### src/design/assert_macros.svh
// Assertion macros shared by the gauge RTL.
// Depends on clk_i and rst_ni being visible in the module that uses them.
`ifndef ASSERT_MACROS_SVH
`define ASSERT_MACROS_SVH

// Check a property at every clock edge outside reset
`define BLE_ASSERT(lbl, prop, msg) \
  lbl: assert property (@(posedge clk_i) disable iff (!rst_ni) (prop)) else $error(msg);

// Check a property at every clock edge, reset included
`define BLE_ASSERT_ALWAYS(lbl, prop, msg) \
  lbl: assert property (@(posedge clk_i) (prop)) else $error(msg);

`endif

### src/design/ble_pkg.sv
// Types and constants of the trimmed-mean battery gauge.
// No dependencies.
package ble_pkg;

  localparam int unsigned NUM_SAMPLES = 10;
  localparam int unsigned SORT_W      = 8;
  localparam int unsigned SUM_W       = 13;
  localparam int unsigned DVD_W       = 22;
  localparam int unsigned DVR_W       = 15;
  localparam int unsigned MV_W        = 15;
  localparam int unsigned PCT_W       = 7;

  // Register indexes
  localparam logic [1:0] REG_MV_PER_COUNT = 2'd0;
  localparam logic [1:0] REG_EMPTY_MV     = 2'd1;
  localparam logic [1:0] REG_SPAN_MV      = 2'd2;
  localparam logic [1:0] REG_MIN_INTERVAL = 2'd3;

  // Register reset values
  localparam logic [15:0] MV_PER_COUNT_RST = 16'd22257;
  localparam logic [14:0] EMPTY_MV_RST     = 15'd10500;
  localparam logic [14:0] SPAN_MV_RST      = 15'd2000;
  localparam logic [31:0] MIN_INTERVAL_RST = 32'd1000000;

  localparam logic [14:0] MV_MAX      = 15'h7FFF;
  localparam logic [6:0]  PCT_FULL    = 7'd100;

  typedef struct packed {
    logic [7:0]  sample_0;
    logic [7:0]  sample_1;
    logic [7:0]  sample_2;
    logic [7:0]  sample_3;
    logic [7:0]  sample_4;
    logic [7:0]  sample_5;
    logic [7:0]  sample_6;
    logic [7:0]  sample_7;
    logic [7:0]  sample_8;
    logic [7:0]  sample_9;
    logic [63:0] now_us;
  } ble_in_t;

  typedef struct packed {
    logic        accepted;
    logic [14:0] battery_mv;
    logic [6:0]  percent;
    logic        have_reading;
  } ble_out_t;

  // Control of the sorting chain
  typedef struct packed {
    logic clear;
    logic shift;
  } ble_ctrl_t;

endpackage

### src/design/ble_cell.sv
// One cell of the insertion sorting chain: keeps the smaller word, hands on the larger.
// Depends on ble_pkg.
module ble_cell import ble_pkg::*; (
  input  logic              clk_i,
  input  logic              rst_ni,
  input  ble_ctrl_t         ctrl_i,
  input  logic              in_v_i,
  input  logic [SORT_W-1:0] in_d_i,
  input  logic              right_v_i,
  input  logic [SORT_W-1:0] right_d_i,
  output logic              hold_v_o,
  output logic [SORT_W-1:0] hold_d_o,
  output logic              pass_v_o,
  output logic [SORT_W-1:0] pass_d_o
);

  logic              hold_v_q, pass_v_q;
  logic [SORT_W-1:0] hold_d_q, pass_d_q;

  // Insert, shift towards the head, or clear
  always_ff @(posedge clk_i or negedge rst_ni) begin
    if (!rst_ni) begin
      hold_v_q <= 1'b0;
      pass_v_q <= 1'b0;
    end else if (ctrl_i.clear) begin
      hold_v_q <= 1'b0;
      pass_v_q <= 1'b0;
    end else if (ctrl_i.shift) begin
      hold_v_q <= right_v_i;
      pass_v_q <= 1'b0;
    end else begin
      pass_v_q <= in_v_i && hold_v_q;
      if (in_v_i) hold_v_q <= 1'b1;
    end
  end

  always_ff @(posedge clk_i) begin
    if (ctrl_i.shift) begin
      hold_d_q <= right_d_i;
    end else if (in_v_i) begin
      if (!hold_v_q) begin
        hold_d_q <= in_d_i;
      end else if (in_d_i < hold_d_q) begin
        hold_d_q <= in_d_i;
        pass_d_q <= hold_d_q;
      end else begin
        pass_d_q <= in_d_i;
      end
    end
  end

  assign hold_v_o = hold_v_q;
  assign hold_d_o = hold_d_q;
  assign pass_v_o = pass_v_q;
  assign pass_d_o = pass_d_q;

endmodule

### src/design/ble_chain.sv
// Row of sorting cells; words enter at the head and leave smallest first.
// Depends on ble_pkg and ble_cell.
module ble_chain import ble_pkg::*; #(
  parameter int unsigned NUM_CELLS = 16
) (
  input  logic              clk_i,
  input  logic              rst_ni,
  input  ble_ctrl_t         ctrl_i,
  input  logic              feed_v_i,
  input  logic [SORT_W-1:0] feed_d_i,
  output logic [SORT_W-1:0] head_d_o
);

  logic              hold_v [NUM_CELLS];
  logic [SORT_W-1:0] hold_d [NUM_CELLS];
  logic              pass_v [NUM_CELLS];
  logic [SORT_W-1:0] pass_d [NUM_CELLS];

  for (genvar i = 0; i < NUM_CELLS; i++) begin : g_cell
    logic              in_v, right_v;
    logic [SORT_W-1:0] in_d, right_d;
    if (i == 0) begin : g_head
      assign in_v = feed_v_i;
      assign in_d = feed_d_i;
    end else begin : g_body
      assign in_v = pass_v[i-1];
      assign in_d = pass_d[i-1];
    end
    if (i == NUM_CELLS - 1) begin : g_tail
      assign right_v = 1'b0;
      assign right_d = '0;
    end else begin : g_mid
      assign right_v = hold_v[i+1];
      assign right_d = hold_d[i+1];
    end
    ble_cell u_cell (
      .clk_i     (clk_i),
      .rst_ni    (rst_ni),
      .ctrl_i    (ctrl_i),
      .in_v_i    (in_v),
      .in_d_i    (in_d),
      .right_v_i (right_v),
      .right_d_i (right_d),
      .hold_v_o  (hold_v[i]),
      .hold_d_o  (hold_d[i]),
      .pass_v_o  (pass_v[i]),
      .pass_d_o  (pass_d[i])
    );
  end

  assign head_d_o = hold_d[0];

endmodule

### src/design/ble_div.sv
// Restoring divider, one quotient bit a cycle.
// Depends on ble_pkg.
module ble_div import ble_pkg::*; (
  input  logic             clk_i,
  input  logic             rst_ni,
  input  logic             start_i,
  input  logic [DVD_W-1:0] dividend_i,
  input  logic [DVR_W-1:0] divisor_i,
  output logic             done_o,
  output logic [DVD_W-1:0] quo_o
);

  localparam int unsigned CNT_W = $clog2(DVD_W + 1);

  logic [CNT_W-1:0] cnt_q;
  logic             done_q;
  logic [DVD_W-1:0] num_q;
  logic [DVR_W-1:0] den_q;
  logic [DVR_W-1:0] rem_q;
  logic [DVR_W:0]   shifted;
  logic [DVR_W+1:0] diff;

  assign shifted = {rem_q, num_q[DVD_W-1]};
  assign diff    = {1'b0, shifted} - {2'b00, den_q};

  // Count down the quotient bits
  always_ff @(posedge clk_i or negedge rst_ni) begin
    if (!rst_ni) begin
      cnt_q  <= '0;
      done_q <= 1'b0;
    end else begin
      done_q <= (cnt_q == CNT_W'(1));
      if (start_i) cnt_q <= CNT_W'(DVD_W);
      else if (cnt_q != '0) cnt_q <= cnt_q - CNT_W'(1);
    end
  end

  // Trial subtract and shift
  always_ff @(posedge clk_i) begin
    if (start_i) begin
      num_q <= dividend_i;
      den_q <= divisor_i;
      rem_q <= '0;
    end else if (cnt_q != '0) begin
      num_q <= {num_q[DVD_W-2:0], ~diff[DVR_W+1]};
      rem_q <= diff[DVR_W+1] ? shifted[DVR_W-1:0] : diff[DVR_W-1:0];
    end
  end

  assign done_o = done_q;
  assign quo_o  = num_q;

endmodule

### src/design/battery_level_estimator_top.sv
// Top level of the trimmed-mean battery gauge: control, registers, history.
// Depends on ble_pkg, ble_chain, ble_div and assert_macros.svh.
//
// channel | direction | handshake           | word
// in      | in        | in_valid_i/stall_o  | ble_in_t (ten samples, time)
// out     | out       | out_valid_o/stall_i | ble_out_t (flag, mV, percent)
// cfg     | in        | cfg_valid_i/ready_o | index 0..3, 32-bit data
//
// One word at a time: a new batch is taken only once the last is finished. An
// accepted batch runs the cell row's fill, drain and shift over its samples, the
// percent divide (skipped at or below empty or with zero span), then the same over
// the history and its mean divide; a rate-limited one runs only the history part.
// Reset clears all control and sets the registers to their defaults.
// The result waits in its register while out_stall_i is high; a following
// batch is taken but its result waits until the register is free.
module battery_level_estimator_top import ble_pkg::*; #(
  parameter int unsigned HISTORY_DEPTH = 16,
  parameter int unsigned BATCH_SIZE    = 10
) (
  input  logic       clk_i,
  input  logic       rst_ni,
  input  logic       in_valid_i,
  output logic       in_stall_o,
  input  ble_in_t    in_word_i,
  output logic       out_valid_o,
  input  logic       out_stall_i,
  output ble_out_t   out_word_o,
  input  logic       cfg_valid_i,
  output logic       cfg_ready_o,
  input  logic [1:0] cfg_index_i,
  input  logic [31:0] cfg_data_i
);

  localparam int unsigned NUM_CELLS = (HISTORY_DEPTH > BATCH_SIZE) ? HISTORY_DEPTH : BATCH_SIZE;
  localparam int unsigned KW = $clog2(NUM_CELLS + 3);
  localparam int unsigned CW = $clog2(HISTORY_DEPTH + 1);
  localparam int unsigned AW = (HISTORY_DEPTH > 1) ? $clog2(HISTORY_DEPTH) : 1;
  localparam int unsigned SW = $clog2(NUM_SAMPLES);
  localparam int unsigned PW = CW + 12;

  // Kept samples of a batch and the rounded-up reciprocal that averages them
  localparam int unsigned TRIM_N   = BATCH_SIZE - 4;
  localparam int unsigned RECIP_SH = 14;
  localparam int unsigned RECIP    = ((1 << RECIP_SH) + TRIM_N - 1) / TRIM_N;
  localparam int unsigned AVW      = SUM_W + RECIP_SH + 1;

  localparam logic [3:0] S_IDLE  = 4'd0;
  localparam logic [3:0] S_FEED  = 4'd1;
  localparam logic [3:0] S_DRAIN = 4'd2;
  localparam logic [3:0] S_SHIFT = 4'd3;
  localparam logic [3:0] S_DIVB  = 4'd4;
  localparam logic [3:0] S_MUL   = 4'd5;
  localparam logic [3:0] S_PCT   = 4'd6;
  localparam logic [3:0] S_DIVP  = 4'd7;
  localparam logic [3:0] S_STORE = 4'd8;
  localparam logic [3:0] S_HSET  = 4'd9;
  localparam logic [3:0] S_HDIV  = 4'd10;
  localparam logic [3:0] S_DONE  = 4'd11;

  // Configuration registers
  logic [15:0] mv_per_count_q;
  logic [14:0] empty_mv_q, span_mv_q;
  logic [31:0] min_interval_q;

  always_ff @(posedge clk_i or negedge rst_ni) begin
    if (!rst_ni) begin
      mv_per_count_q <= MV_PER_COUNT_RST;
      empty_mv_q     <= EMPTY_MV_RST;
      span_mv_q      <= SPAN_MV_RST;
      min_interval_q <= MIN_INTERVAL_RST;
    end else if (cfg_valid_i) begin
      case (cfg_index_i)
        REG_MV_PER_COUNT: mv_per_count_q <= cfg_data_i[15:0];
        REG_EMPTY_MV:     empty_mv_q     <= cfg_data_i[14:0];
        REG_SPAN_MV:      span_mv_q      <= cfg_data_i[14:0];
        REG_MIN_INTERVAL: min_interval_q <= cfg_data_i;
        default: ;
      endcase
    end
  end

  assign cfg_ready_o = 1'b1;

  // Control state
  logic [3:0]    state_q;
  logic [KW-1:0] k_q;
  logic          hist_q, acc_flag_q, filling_q, feed_v_q, div_start_q, out_valid_q;
  logic [AW-1:0] wi_q;
  logic [CW-1:0] cnt_q;
  logic [63:0]   last_q, now_q;
  logic [14:0]   volt_q, mv_q;
  logic [6:0]    pct_q, mean_q;
  logic [7:0]    avg_q;
  logic [SUM_W-1:0] sum_q;
  logic [SORT_W-1:0] feed_d_q;
  logic [SORT_W-1:0] smp_q [NUM_SAMPLES];
  logic [PCT_W-1:0]  mem_q [HISTORY_DEPTH];
  ble_out_t out_q;

  // Datapath helpers
  logic [SORT_W-1:0] head_d;
  logic              div_done;
  logic [DVD_W-1:0]  div_quo, div_dvd;
  logic [DVR_W-1:0]  div_dvr;
  logic [KW-1:0]     n_w, lo_w, hi_w;
  logic [PW-1:0]     skip_prod;
  logic [CW-1:0]     skip;
  logic [63:0]       elapsed;
  logic              in_take, take_batch;
  logic [23:0]       prod;
  logic [14:0]       mv_diff;
  logic [AVW-1:0]    avg_prod;
  ble_ctrl_t         ctrl;

  assign in_stall_o = (state_q != S_IDLE);
  assign in_take    = in_valid_i && !in_stall_o;
  assign elapsed    = in_word_i.now_us - last_q;
  assign take_batch = filling_q || (elapsed > {32'd0, min_interval_q});

  // Lowest tenth of the held entries: count*205 >> 11 equals count/10 here
  assign skip_prod = PW'(cnt_q) * PW'(205);
  assign skip      = CW'(skip_prod >> 11);

  assign n_w  = hist_q ? KW'(cnt_q) : KW'(BATCH_SIZE);
  assign lo_w = hist_q ? KW'(skip) : KW'(2);
  assign hi_w = hist_q ? KW'(cnt_q) : KW'(BATCH_SIZE - 2);

  // Batch average: the sum times the reciprocal, exact for every reachable sum
  assign avg_prod = AVW'(sum_q) * AVW'(RECIP);

  assign prod    = 24'(avg_q) * 24'(mv_per_count_q);
  assign mv_diff = mv_q - empty_mv_q;

  assign ctrl.clear = (state_q == S_IDLE) || (state_q == S_HSET);
  assign ctrl.shift = (state_q == S_SHIFT);

  // Divider operands by phase
  always_comb begin
    div_dvd = '0;
    div_dvr = DVR_W'(1);
    case (state_q)
      S_DIVP: begin
        div_dvd = DVD_W'(mv_diff) * DVD_W'(100);
        div_dvr = span_mv_q;
      end
      S_HDIV: begin
        div_dvd = DVD_W'(sum_q);
        div_dvr = DVR_W'(cnt_q - skip);
      end
      default: ;
    endcase
  end

  // Sequencer
  always_ff @(posedge clk_i or negedge rst_ni) begin
    if (!rst_ni) begin
      state_q     <= S_IDLE;
      k_q         <= '0;
      hist_q      <= 1'b0;
      acc_flag_q  <= 1'b0;
      filling_q   <= 1'b1;
      wi_q        <= '0;
      cnt_q       <= '0;
      last_q      <= '0;
      volt_q      <= '0;
      feed_v_q    <= 1'b0;
      div_start_q <= 1'b0;
      out_valid_q <= 1'b0;
    end else begin
      div_start_q <= 1'b0;
      if (out_valid_q && !out_stall_i) out_valid_q <= 1'b0;
      case (state_q)
        S_IDLE: begin
          if (in_take) begin
            acc_flag_q <= take_batch;
            k_q        <= '0;
            hist_q     <= 1'b0;
            state_q    <= take_batch ? S_FEED : S_HSET;
          end
        end
        S_FEED: begin
          if (k_q < n_w) begin
            feed_v_q <= 1'b1;
            k_q      <= k_q + KW'(1);
          end else begin
            feed_v_q <= 1'b0;
            k_q      <= '0;
            state_q  <= S_DRAIN;
          end
        end
        S_DRAIN: begin
          if (k_q == KW'(NUM_CELLS + 1)) begin
            k_q     <= '0;
            state_q <= S_SHIFT;
          end else begin
            k_q <= k_q + KW'(1);
          end
        end
        S_SHIFT: begin
          if (k_q + KW'(1) >= n_w) begin
            div_start_q <= hist_q;
            state_q     <= hist_q ? S_HDIV : S_DIVB;
          end
          k_q <= k_q + KW'(1);
        end
        S_DIVB: state_q <= S_MUL;
        S_MUL: state_q <= S_PCT;
        S_PCT: begin
          if (mv_q <= empty_mv_q || span_mv_q == '0) begin
            state_q <= S_STORE;
          end else begin
            div_start_q <= 1'b1;
            state_q     <= S_DIVP;
          end
        end
        S_DIVP: begin
          if (div_done) state_q <= S_STORE;
        end
        S_STORE: begin
          volt_q <= mv_q;
          last_q <= now_q;
          if (wi_q == AW'(HISTORY_DEPTH - 1)) begin
            wi_q      <= '0;
            filling_q <= 1'b0;
          end else begin
            wi_q <= wi_q + AW'(1);
          end
          state_q <= S_HSET;
        end
        S_HSET: begin
          cnt_q   <= filling_q ? CW'(wi_q) : CW'(HISTORY_DEPTH);
          hist_q  <= 1'b1;
          k_q     <= '0;
          state_q <= S_FEED;
        end
        S_HDIV: begin
          if (cnt_q == '0 || div_done) state_q <= S_DONE;
        end
        S_DONE: begin
          if (!out_valid_q || !out_stall_i) begin
            out_valid_q <= 1'b1;
            state_q     <= S_IDLE;
          end
        end
        default: state_q <= S_IDLE;
      endcase
    end
  end

  // Payload: samples, history store, sums and results
  always_ff @(posedge clk_i) begin
    if (in_take) begin
      smp_q[0] <= in_word_i.sample_0;
      smp_q[1] <= in_word_i.sample_1;
      smp_q[2] <= in_word_i.sample_2;
      smp_q[3] <= in_word_i.sample_3;
      smp_q[4] <= in_word_i.sample_4;
      smp_q[5] <= in_word_i.sample_5;
      smp_q[6] <= in_word_i.sample_6;
      smp_q[7] <= in_word_i.sample_7;
      smp_q[8] <= in_word_i.sample_8;
      smp_q[9] <= in_word_i.sample_9;
      now_q    <= in_word_i.now_us;
    end
    if (state_q == S_FEED && k_q < n_w) begin
      feed_d_q <= hist_q ? {1'b0, mem_q[k_q[AW-1:0]]} : smp_q[k_q[SW-1:0]];
    end
    if (state_q == S_DRAIN) sum_q <= '0;
    if (state_q == S_SHIFT && k_q >= lo_w && k_q < hi_w) begin
      sum_q <= sum_q + SUM_W'(head_d);
    end
    if (state_q == S_DIVB) avg_q <= avg_prod[RECIP_SH +: 8];
    if (state_q == S_MUL) mv_q <= (prod[23] == 1'b1) ? MV_MAX : prod[22:8];
    if (state_q == S_PCT) pct_q <= (mv_q <= empty_mv_q) ? '0 : PCT_FULL;
    if (state_q == S_DIVP && div_done) begin
      pct_q <= (div_quo > DVD_W'(PCT_FULL)) ? PCT_FULL : div_quo[6:0];
    end
    if (state_q == S_STORE) mem_q[wi_q] <= pct_q;
    if (state_q == S_HDIV) mean_q <= (cnt_q == '0) ? '0 : div_quo[6:0];
    if (state_q == S_DONE && (!out_valid_q || !out_stall_i)) begin
      out_q.accepted     <= acc_flag_q;
      out_q.battery_mv   <= volt_q;
      out_q.percent      <= mean_q;
      out_q.have_reading <= !(filling_q && wi_q == '0);
    end
  end

  ble_chain #(.NUM_CELLS(NUM_CELLS)) u_chain (
    .clk_i    (clk_i),
    .rst_ni   (rst_ni),
    .ctrl_i   (ctrl),
    .feed_v_i (feed_v_q),
    .feed_d_i (feed_d_q),
    .head_d_o (head_d)
  );

  ble_div u_div (
    .clk_i      (clk_i),
    .rst_ni     (rst_ni),
    .start_i    (div_start_q),
    .dividend_i (div_dvd),
    .divisor_i  (div_dvr),
    .done_o     (div_done),
    .quo_o      (div_quo)
  );

  assign out_valid_o = out_valid_q;
  assign out_word_o  = out_q;

  `include "assert_macros.svh"

  `BLE_ASSERT_ALWAYS(a_wi_range, wi_q <= AW'(HISTORY_DEPTH - 1), "write index past depth")
  `BLE_ASSERT(a_pct_range, out_valid_o |-> out_word_o.percent <= PCT_FULL, "percent above 100")
  `BLE_ASSERT(a_have, (out_valid_o && !out_word_o.have_reading) |-> filling_q, "no reading but full")
  `BLE_ASSERT(a_busy_stall, (state_q != S_IDLE) |-> in_stall_o, "input taken while busy")

endmodule

### config.mk
export PLATFORM = sky130hd
export DESIGN_NAME = battery_level_estimator_top
export DESIGN_NICKNAME = d
export VERILOG_FILES = /design/src/design/ble_pkg.sv /design/src/design/ble_cell.sv /design/src/design/ble_chain.sv /design/src/design/ble_div.sv /design/src/design/battery_level_estimator_top.sv
export VERILOG_INCLUDE_DIRS = /design/src /design/src/design
export SDC_FILE = /design/constraint.sdc
export NUM_CORES = 2
export LEC_CHECK = 0
export BUFFER_PORTS_ARGS = -buffer_cell sky130_fd_sc_hd__buf_4
export CAP_MARGIN = 20
export CELL_PAD_IN_SITES_DETAIL_PLACEMENT = 1
export CELL_PAD_IN_SITES_GLOBAL_PLACEMENT = 2
export CORE_MARGIN = 10
export CORE_UTILIZATION = 45
export CTS_BUF_LIST = sky130_fd_sc_hd__clkbuf_8
export DETAILED_ROUTE_END_ITERATION = 10
export PLACE_DENSITY = 0.9
export SYNTH_ARGS = -nofsm -noshare
export SYNTH_HDL_FRONTEND = slang
export SYNTH_HIERARCHICAL = 1
export SYNTH_SLANG_ARGS = --single-unit
### constraint.sdc
create_clock -name clk_i -period 10.9 [get_ports clk_i]
set_input_delay 0.545 -clock clk_i [delete_from_list [all_inputs] [get_ports clk_i]]
set_output_delay 0.545 -clock clk_i [all_outputs]
set_load 0.1 [all_outputs]
==> summary.md <==
| Metric | Value |
|---|---|
| Outcome | finished clean |
| Req. time, crit path | roughly 12 ns |
| DPL Wire Length | 109000 um |
| Mean cell area of the mapped netlist | between 10 and 15 sq um |
| Crit Path Class | reg2reg |
| Number of buffers added by the clock tree synthesis step | roughly 150 |
| Die Footprint | between 100000 and 150000 sq um |
| Clk_skew | around 0.053 ns |
| Endpoints failing setup | 0 |
| Area Overhead vs Synth | 15.2% |
| Number of warnings issued by yosys | 6 |
| Gr usage total | approximately a quarter |
| DRC violations left | 0 |
| Arrival time of data at the critical path endpoint | 6.90 ns |
| # resized after CTS | 0 |
| I/O pin cnt | 210 |
| Per-cell via count in the routed design | around 5.6 |
| Unrepaired setup endpoints after global routing | false |
| CTS tree | yes |
| Max H-tree Level | 4 |
| Clock root buffer master | clkbuf_8 |
| Share of the cycle needed by the critical path after routing | 57.3% |
| Placeable core region | 116000 sq um |
| Post-layout min period | roughly 6.2 ns |
| Nets | ~5800 |
| Number of sinks driven by the clock tree | approximately 860 |
| Worst setup EP type | flop |
| Post-CTS setup buffer count | 0 |
| Instance count of the mapped netlist | approximately 4600 |
| Number of global-route vias before repair | roughly 41000 |
| Final Hold Fails | 0 |
| IO buf count | between 200 and 250 |
| Horizontal extent of the die | approximately 360 um |
| Number of hold buffers added after CTS | between 150 and 200 |
| Peak Freq | roughly 160 MHz |
| Antenna Nets Post-Route | 0 |
| Hold crit path type | in2reg |
| Die extent in y | 362 um |
| Buffer depth of the longest clock path | 3 |
| Vias | roughly 37000 |
| Slew at the pin with the worst max-slew slack | around 1.0 ns |
| Wire per inst | 23.5 um |
| Fraction of layout cells with a size suffix above 1 | around a fifth |
| Crit path cell chain | nand2_1 -> fa_1 -> fa_1 -> inv_1 -> fa_1 -> fa_1 -> ha_1 -> a21o_1 -> a21oi_1 -> o21ai_1 -> o2111ai_1 -> a21oi_1 -> o31ai_1 -> a21oi_1 -> o2111a_1 -> a211oi_2 -> o21bai_1 |
| Initial antenna violation count | 4 |
| DR pass1 iterations | 5 |
| Post-Route Setup TNS | 0 ns |
| Row cnt | roughly 130 |
| Latest clock arrival within the worst-skew pair | a little under 0.9 ns |
| Final wirelength | ~160000 um |
| Global-route wire length before repair | around 250000 um |
| Detailed Route Iter0 Violations | ~2800 |
| Startpoint type of the worst setup path | flop |
| Buffer and inverter count on the worst path | 1 |
| Kind of cell adding the most delay to the critical path | compound AO/OA/AOI/OAI gates |
| Final-layout fill cell count | ~12000 |
| Normalized max-slew margin | 29.4% |
| Total congestion overflow after global routing | 0 |
| Pin count of the biggest net entering global routing | ~140 |
| Biggest cell delay along the critical path | between 0.7 and 0.8 ns |
| Number of pins with negative max-slew slack in the final report | 0 |
| Slowest cell on the critical path | edfxtp_1 |
| Effective utilization at floorplan | 45.4% |
| Most used cell along the critical path | fa_1 |
| Clock transition at path regs | approximately 0.060 ns |
| Critical path peak fanout | 16 |
| Total of max-cap violations | 0 |
| Gp weighted congestion | between 0.8 and 0.9 |
| Area of the mapped netlist | around 53000 sq um |
==> metrics by stage <==
stage                     worst slack, ns  utilization, %  instance area (sq um)  hold slack [ns]  instances
after floorplan                      1.98               -                  52800            0.249       4574
after global placement               4.92            48.1                  56000            0.405       6190
after detailed placement             4.74            48.1                  56000            0.411       6193
after CTS                            4.72            52.2                  60800           0.0147       6646
after global routing                 4.23            52.3                  60800           0.0848       6650
final                                4.66            52.3                  60800            0.149       6650
==> worst register-to-register path, stage by stage (launching register included) <==
cell,delay [ns]
edfxtp_1,0.73
nand2_1,0.17
fa_1,0.54
fa_1,0.55
inv_1,0.06
fa_1,0.51
fa_1,0.49
ha_1,0.34
a21o_1,0.20
a21oi_1,0.15
o21ai_1,0.17
o2111ai_1,0.40
a21oi_1,0.19
o31ai_1,0.30
a21oi_1,0.17
o2111a_1,0.26
a211oi_2,0.63
o21bai_1,0.22
==> final cells by class <==
type / instances / area, sq um / share of cell area [%]
Tap cell: 1524 / 1910 / 3.14
Timing Repair Buffer: 419 / 3620 / 5.95
Clock buffer: 169 / 2330 / 3.82
Multi-Input combinational cell: 3006 / 25600 / 42.1
Antenna cell: 3 / 7.51 / 0.0123
Inverter: 566 / 2120 / 3.49
Sequential cell: 856 / 24500 / 40.3
Clock inverter: 107 / 699 / 1.15
==> cell usage in the layout (no fill, tap or decap), drive strengths merged, types with 18 or more instances in the layout <==
| master | n |
|---|---|
| a2111o | 18 |
| a211o | 23 |
| a211oi | 60 |
| a21boi | 28 |
| a21o | 63 |
| a21oi | 217 |
| a31oi | 23 |
| and2 | 71 |
| and3 | 20 |
| buf | 242 |
| clkbuf | 169 |
| clkinv | 27 |
| dfrtp | 191 |
| dfstp | 27 |
| dlygate4sd3 | 177 |
| edfxtp | 623 |
| fa | 144 |
| ha | 459 |
| inv | 639 |
| mux2 | 358 |
| mux4 | 51 |
| nand2 | 349 |
| nand2b | 59 |
| nand3 | 60 |
| nand4 | 57 |
| nor2 | 220 |
| nor2b | 29 |
| nor3 | 75 |
| nor4 | 28 |
| o21a | 34 |
| o21ai | 207 |
| o21bai | 23 |
| or2 | 19 |
| xnor2 | 64 |
| xor2 | 42 |
==> final timing paths <==
path                             startpoint       endpoint  slack, ns  cells past startpoint
worst min-delay path            out_stall_i    out_valid_o       0.15                      3
worst min register to register    mean_q[5]  out_word_o[6]       0.42                      0
max in group asynchronous            rst_ni         k_q[0]       8.96                      3
min in group asynchronous            rst_ni     last_q[60]       0.31                      2
worst max-delay path               avg_q[7]        mv_q[3]       4.66                     17
worst max register to register     avg_q[7]        mv_q[3]       4.66                     17
==> per-layer routing <==
layer,global-route usage (%),routed length (um),up-vias
met5,0,0,-
met4,8.67,5490,0
met3,3.21,6320,281
met2,41.0,78700,901
met1,30.2,66000,19083
li1,-,-,17232
==> flip-flops by register name, indices dropped and copies added (netlist names), 7 cells and up <==
name and count:
avg_q 8, empty_mv_q 15, feed_d_q 8, last_q 64, mean_q 7, mem_q 112, min_interval_q 32, mv_per_count_q 16
mv_q 15, now_q 64, out_word_o 24, pct_q 7, smp_q 80, span_mv_q 15, sum_q 13, u_chain/g_cell.u_cell/hold_d_o 128
u_chain/g_cell.u_cell/hold_v_o 16, u_chain/g_cell.u_cell/pass_d_o 120, u_chain/g_cell.u_cell/pass_v_o 15, u_div/den_q 15, u_div/quo_o 22, u_div/rem_q 15, volt_q 15
Power is not shown: default switching activity piles up to over one toggle a cycle in this logic, so the estimate is an artifact.
